`src/rtl/core/sgbu_pkg.sv`:
```
// Shared types, sizes and cell mapping for the spatial hash grid bucket update.
// Used by sgbu_ctrl, sgbu_datapath and spatial_hash_grid_bucket_update.
// Has no dependencies of its own.
package sgbu_pkg;

  // Grid and store sizes.
  localparam int EntityCount  = 1024;
  localparam int CellsPerAxis = 32;
  localparam int CellSize     = 32;
  localparam int MapSize      = 1024;

  localparam int NumCells  = CellsPerAxis * CellsPerAxis;
  localparam int NumNodes  = EntityCount + 1;
  localparam int IdW       = 10;
  localparam int CellW     = 10;
  localparam int NodeW     = $clog2(NumNodes);
  localparam int StepW     = $clog2(EntityCount + 2);
  localparam int AxisW     = $clog2(CellsPerAxis);
  localparam int CellShift = $clog2(CellSize);
  localparam int PosW      = 16;

  // Result status codes.
  typedef enum logic [1:0] {
    StOk      = 2'd0,
    StFull    = 2'd1,
    StMissing = 2'd2
  } status_e;

  // Commands from the controller to the datapath.
  typedef struct packed {
    logic clear;       // clear one entry of the cell and entity tables
    logic accept;      // take the input item and read its tables
    logic ins_commit;  // push a fresh node on the new cell
    logic ins_full;    // node store is full, report recorded cell
    logic move_same;   // move inside the same cell, nothing to do
    logic move_start;  // record new cell and read the old bucket head
    logic head_load;   // start the walk at the old bucket head
    logic node_rd;     // read the current node
    logic node_step;   // advance to the next node
    logic miss;        // walk ended without finding the entity
    logic unlink;      // drop the found node from the old bucket
    logic link;        // push the found node on the new cell
    logic out_load;    // move the pending result to the output register
  } cmd_t;

  // Status from the datapath to the controller.
  typedef struct packed {
    logic clr_last;    // last entry of the clearing pass
    logic is_move;
    logic store_full;
    logic same_cell;
    logic walk_end;    // current node is null, out of range or step limit reached
    logic match;       // current node holds the entity
  } sts_t;

  // Clamp one coordinate to the map and map it to a cell column or row.
  function automatic logic [AxisW-1:0] axis_cell(input logic signed [PosW-1:0] p);
    logic [PosW-1:0] v;
    logic [PosW-1:0] q;
    if (p < 0) begin
      v = '0;
    end else if (p > PosW'(MapSize - 1)) begin
      v = PosW'(MapSize - 1);
    end else begin
      v = p;
    end
    q = v >> CellShift;
    if (q > PosW'(CellsPerAxis - 1)) begin
      q = PosW'(CellsPerAxis - 1);
    end
    return q[AxisW-1:0];
  endfunction

  // Linear cell index of a position: column plus row times cells per axis.
  function automatic logic [CellW-1:0] cell_of(input logic signed [PosW-1:0] x,
                                               input logic signed [PosW-1:0] y);
    logic [CellW-1:0] cx;
    logic [CellW-1:0] cy;
    cx = CellW'(axis_cell(x));
    cy = CellW'(axis_cell(y));
    return cx + CellW'(CellsPerAxis) * cy;
  endfunction

endpackage

```
`src/rtl/core/sgbu_ctrl.sv`:
```
// Controller state machine for the spatial hash grid bucket update.
// Depends on sgbu_pkg for the command and status structs.
module sgbu_ctrl (
  input  logic          clk_i,
  input  logic          rst_ni,
  input  logic          in_valid_i,
  output logic          in_ready_o,
  output logic          out_valid_o,
  input  logic          out_ready_i,
  input  sgbu_pkg::sts_t sts_i,
  output sgbu_pkg::cmd_t cmd_o
);

  typedef enum logic [7:0] {
    StClear = 8'b0000_0001,
    StIdle  = 8'b0000_0010,
    StFirst = 8'b0000_0100,
    StHead  = 8'b0000_1000,
    StWalk  = 8'b0001_0000,
    StNode  = 8'b0010_0000,
    StLink  = 8'b0100_0000,
    StDone  = 8'b1000_0000
  } state_e;

  state_e state_q, state_d;
  logic   out_valid_q, out_valid_d;

  // Input is taken only when no item is in progress and the tables are clear.
  assign in_ready_o  = (state_q == StIdle);
  assign out_valid_o = out_valid_q;

  // Next state and commands.
  always_comb begin
    state_d = state_q;
    cmd_o   = '0;
    case (state_q)
      StClear: begin
        cmd_o.clear = 1'b1;
        if (sts_i.clr_last) begin
          state_d = StIdle;
        end
      end
      StIdle: begin
        if (in_valid_i) begin
          cmd_o.accept = 1'b1;
          state_d      = StFirst;
        end
      end
      StFirst: begin
        if (!sts_i.is_move) begin
          if (sts_i.store_full) begin
            cmd_o.ins_full = 1'b1;
          end else begin
            cmd_o.ins_commit = 1'b1;
          end
          state_d = StDone;
        end else if (sts_i.same_cell) begin
          cmd_o.move_same = 1'b1;
          state_d         = StDone;
        end else begin
          cmd_o.move_start = 1'b1;
          state_d          = StHead;
        end
      end
      StHead: begin
        cmd_o.head_load = 1'b1;
        state_d         = StWalk;
      end
      StWalk: begin
        if (sts_i.walk_end) begin
          cmd_o.miss = 1'b1;
          state_d    = StDone;
        end else begin
          cmd_o.node_rd = 1'b1;
          state_d       = StNode;
        end
      end
      StNode: begin
        if (sts_i.match) begin
          cmd_o.unlink = 1'b1;
          state_d      = StLink;
        end else begin
          cmd_o.node_step = 1'b1;
          state_d         = StWalk;
        end
      end
      StLink: begin
        cmd_o.link = 1'b1;
        state_d    = StDone;
      end
      StDone: begin
        if (!out_valid_q || out_ready_i) begin
          cmd_o.out_load = 1'b1;
          state_d        = StIdle;
        end
      end
      default: begin
        state_d = StIdle;
      end
    endcase
  end

  // Output valid: set on load, cleared when the transfer completes.
  always_comb begin
    out_valid_d = out_valid_q;
    if (cmd_o.out_load) begin
      out_valid_d = 1'b1;
    end else if (out_ready_i) begin
      out_valid_d = 1'b0;
    end
  end

  // State registers.
  always_ff @(posedge clk_i or negedge rst_ni) begin
    if (!rst_ni) begin
      state_q     <= StClear;
      out_valid_q <= 1'b0;
    end else begin
      state_q     <= state_d;
      out_valid_q <= out_valid_d;
    end
  end

  // An accepted item always starts with the first table read.
  a_accept_first: assert property (@(posedge clk_i) disable iff (!rst_ni)
    (in_valid_i && in_ready_o) |=> (state_q == StFirst))
    else $error("accepted item did not enter the first read");

  // A waiting result is never overwritten by the next one.
  a_no_overwrite: assert property (@(posedge clk_i) disable iff (!rst_ni)
    (state_q == StDone && out_valid_q && !out_ready_i) |=> (state_q == StDone))
    else $error("result left done state while output was stalled");

  // A matching node is always relinked right after it is found.
  a_match_links: assert property (@(posedge clk_i) disable iff (!rst_ni)
    (state_q == StNode && sts_i.match) |=> (state_q == StLink))
    else $error("found node was not relinked");

endmodule

```
`config.mk`:
```
export PLATFORM = sky130hd
export DESIGN_NAME = sgbu_ctrl
export DESIGN_NICKNAME = d
export VERILOG_FILES = /design/src/rtl/core/sgbu_pkg.sv /design/src/rtl/core/sgbu_ctrl.sv
export SDC_FILE = /design/constraint.sdc
export NUM_CORES = 1
export LEC_CHECK = 0
export BUFFER_PORTS_ARGS = -buffer_cell sky130_fd_sc_hd__clkbuf_2
export CORE_MARGIN = 4
export CORE_UTILIZATION = 40
export CTS_CLUSTER_SIZE = 14
export DETAILED_ROUTE_END_ITERATION = 12
export PLACE_DENSITY = 0.69
export SETUP_SLACK_MARGIN = 0.02
export SLEW_MARGIN = 20
export SYNTH_ARGS = -nofsm -noshare
export SYNTH_HDL_FRONTEND = slang
export SYNTH_SLANG_ARGS = --single-unit
```
`constraint.sdc`:
```
create_clock -name clk_i -period 2.1 [get_ports clk_i]
set_input_delay 0.21 -clock clk_i [delete_from_list [all_inputs] [get_ports clk_i]]
set_output_delay 0.21 -clock clk_i [all_outputs]
set_load 0.005 [all_outputs]
```
==> impl_metrics.tcl <==
set metrics [dict create \
    period_needed_ns 2.052 \
    critical_path_class "register to primary output" \
    synth_nets 77 \
    diodes 0 \
    num-fill-cells 138 \
    clock-skew-final_ns 0.001202 \
    final_setup_violating_endpoints 0 \
    outcome "finished clean" \
    detailedPlacementHpwl_um 1074 \
    antenna_found_initial 0 \
    gp_congestion 0.7196 \
    power.combinational.fraction_pct 38.4 \
    core_region_area_um2 1350 \
    cts_max_level 1 \
    count_of_cell_types_in_the_netlist 32 \
    maxSlewHeadroom_pct 74.42 \
    layout_nets 107 \
    worstSetupEndpointType "primary output" \
    finish.instance_area_um2 803.3 \
    clock_sink_count 9 \
    cts_tree "yes" \
    io_buffer_count 24 \
    first_pass_iters 4 \
    data_arrival_at_the_endpoint_of_the_critical_path_ns 1.84 \
    seq_area_frac_synth_pct 37.95 \
    synthesis.area_per_instance_um2 8.908 \
    layout.cells.most_common "clkbuf_2" \
    num_io_pins 25 \
    detail_route.wl_per_cell_um 13.00 \
    grt_setup_unrepaired "true" \
    postSynthRegisterBits 9 \
    synthesis.instances 67 \
    first_pass_grt_wire_length_um 2290 \
    min_path_type "primary input to register" \
    ys_dominant_reg_cell "dfrtp_1" \
    tightest_slew_ns 0.3741 \
    grtUsageTotal_pct 14.67 \
    die_footprint_um2 2174 \
    swShare_pct 35.60 \
    static-leakage-power_nw 0.4036 \
    grt_max_degree 12 \
    drt_iter0_markers 21 \
    floorplan.initialDensity_pct 44.21 \
    p_int_w 0.0003905 \
    timing.fmax_mhz 487.3 \
    detailroute.via_count 612 \
    drt_drc_violations_left 0 \
    maxcap_violations 0 \
    clock_insertion_delay_worst_skew_ns 0.26 \
    drt-total-wl_um 1443 \
    power.net_switching_w 0.0002159 \
    clock_tree.buffer_depth 2 \
    final_hold_viol_count 0 \
    final_layout_size_suffix_gt1_share_pct 40.63 \
    num_rows 13 \
    worst_setup_path_start_kind "register" \
    final-seq-area_um2 230.2 \
    clock-root-buffer "clkbuf_4" \
    synth_edf_count 0 \
    grt_pass1_vias 527 \
    cp.required_ns 1.89 \
    power.share.clock_pct 22.5 \
    powerDensity_nw_per_um2 754.8 \
    total_power_w 0.0006063 \
    fin_tns_setup_ns 0 \
    route.detailed.vias_per_inst 5.514 \
    chipWidth_um 46.63 \
    max-vdd-ir-drop_mv 0.4040 \
    global_route.overflow_total 0 \
    critical_path.max_fanout 6 \
    timing.final.crit_share_pct 97.71 \
    cts_made_buffers 3 \
    netlist_area_um2 596.8 \
    layout-area-overhead-vs-synth_pct 34.59 \
    p_seq_share_pct 39.0 \
    fp.dieH_um 46.63 \
    most_frequent_cells_in_the_layout "clkbuf_2, nor2_1, nor2b_1, dfrtp_1" \
    final_antenna_net_count 0 \
    path_clk_slew_ns 0.06 \
    worst_hold_slack_ns 0.07152 \
    async_reset_ff_share_pct 100.0 \
    report.final.slew_viol_count 0 \
    multiInputGateArea_um2 354.1 \
    synth-warning-count 0 \
    detailed_place.area_um2 724.4 \
]
[flip-flops by register name, indices dropped and copies added, names as in the netlist]
signal / flops
out_valid_o: 1
state_q: 8
[power groups by stage]
stage / combinational, W / clock (W) / sequential (W)
2_1_floorplan: 0.000138 / 0 / 0.000221
3_3_place_gp: 0.000204 / 0 / 0.000231
3_5_place_dp: 0.000205 / 0 / 0.000234
4_1_cts: 0.000208 / 0.000141 / 0.000230
5_1_grt: 0.000260 / 0.000149 / 0.000241
6_report: 0.000233 / 0.000137 / 0.000237
[layout make-up]
class	count	area share, %
timing repair buffer	29	20.72
multi-input combinational	52	44.08
tap	15	2.336
sequential	9	28.66
inverter	2	0.9346
clock buffer	4	3.271
[kinds of logic after synthesis]
family | share of synthesized area, %
AND/OR/NAND/NOR | 47.80
AO/OA/AOI/OAI | 9.854
buffers and inverters | 4.403
flip-flops | 37.95
[final timing paths]
check                                  from  cells past startpoint     endpoint  slack (ns)
worst max-delay path             state_q[7]                      4     cmd_o[3]        0.05
worst max register to register   state_q[7]                      4   state_q[7]        0.46
worst min-delay path               sts_i[5]                      2   state_q[0]        0.07
max in group asynchronous            rst_ni                      2   state_q[0]        1.51
worst min register to register  out_valid_o                      2  out_valid_o        0.54
min in group asynchronous            rst_ni                      2  out_valid_o        0.33
[Yosys cell counts (2+ instances only)]
cell / n / area [µm²]
or2_1: 2 / 12.51
nor3_1: 3 / 15.01
nor3b_1: 2 / 15.01
nor4b_1: 2 / 17.52
inv_1: 2 / 7.510
o21ai_0: 4 / 20.02
and3_1: 2 / 12.51
and4bb_2: 2 / 25.02
nor2_1: 8 / 30.03
and4b_1: 3 / 30.03
nor2b_1: 5 / 31.28
nand2_1: 3 / 11.26
dfrtp_1: 8 / 200.2
clkbuf_1: 3 / 11.26
[metal layers]
| layer | track usage [%] | share of wire (%) |
|---|---|---|
| met2 | 22.25 | 46 |
| met1 | 20.24 | 46 |
| met3 | 2.344 | 8.0 |
| met5 | 0 | 0 |
| met4 | 6.630 | 0.55 |
[stage by stage]
step	setup WS, ns	utilization, %	std cells
6_report	0.04807	59.50	111
5_1_grt	-0.01434	59.50	111
4_1_cts	0.03489	56.35	108
3_5_place_dp	0.3295	53.66	103
3_3_place_gp	0.3766	53.66	103
2_1_floorplan	0.5070	-	67
[repair_timing]
item	in CTS	in global routing
hold buffers	1	0
endpoints found under the hold margin	8	0
setup buffers	0	3
resized for setup	0	10
endpoints found under the setup margin	0	4
[worst max-delay path, stage by stage (launching register included)]
cell and delay (ns):
dfrtp_2 0.43, or4_4 0.55, nor3_4 0.24, and4b_1 0.24
buf_2 0.12
No activity file was read; power rests on OpenSTA's default activity.
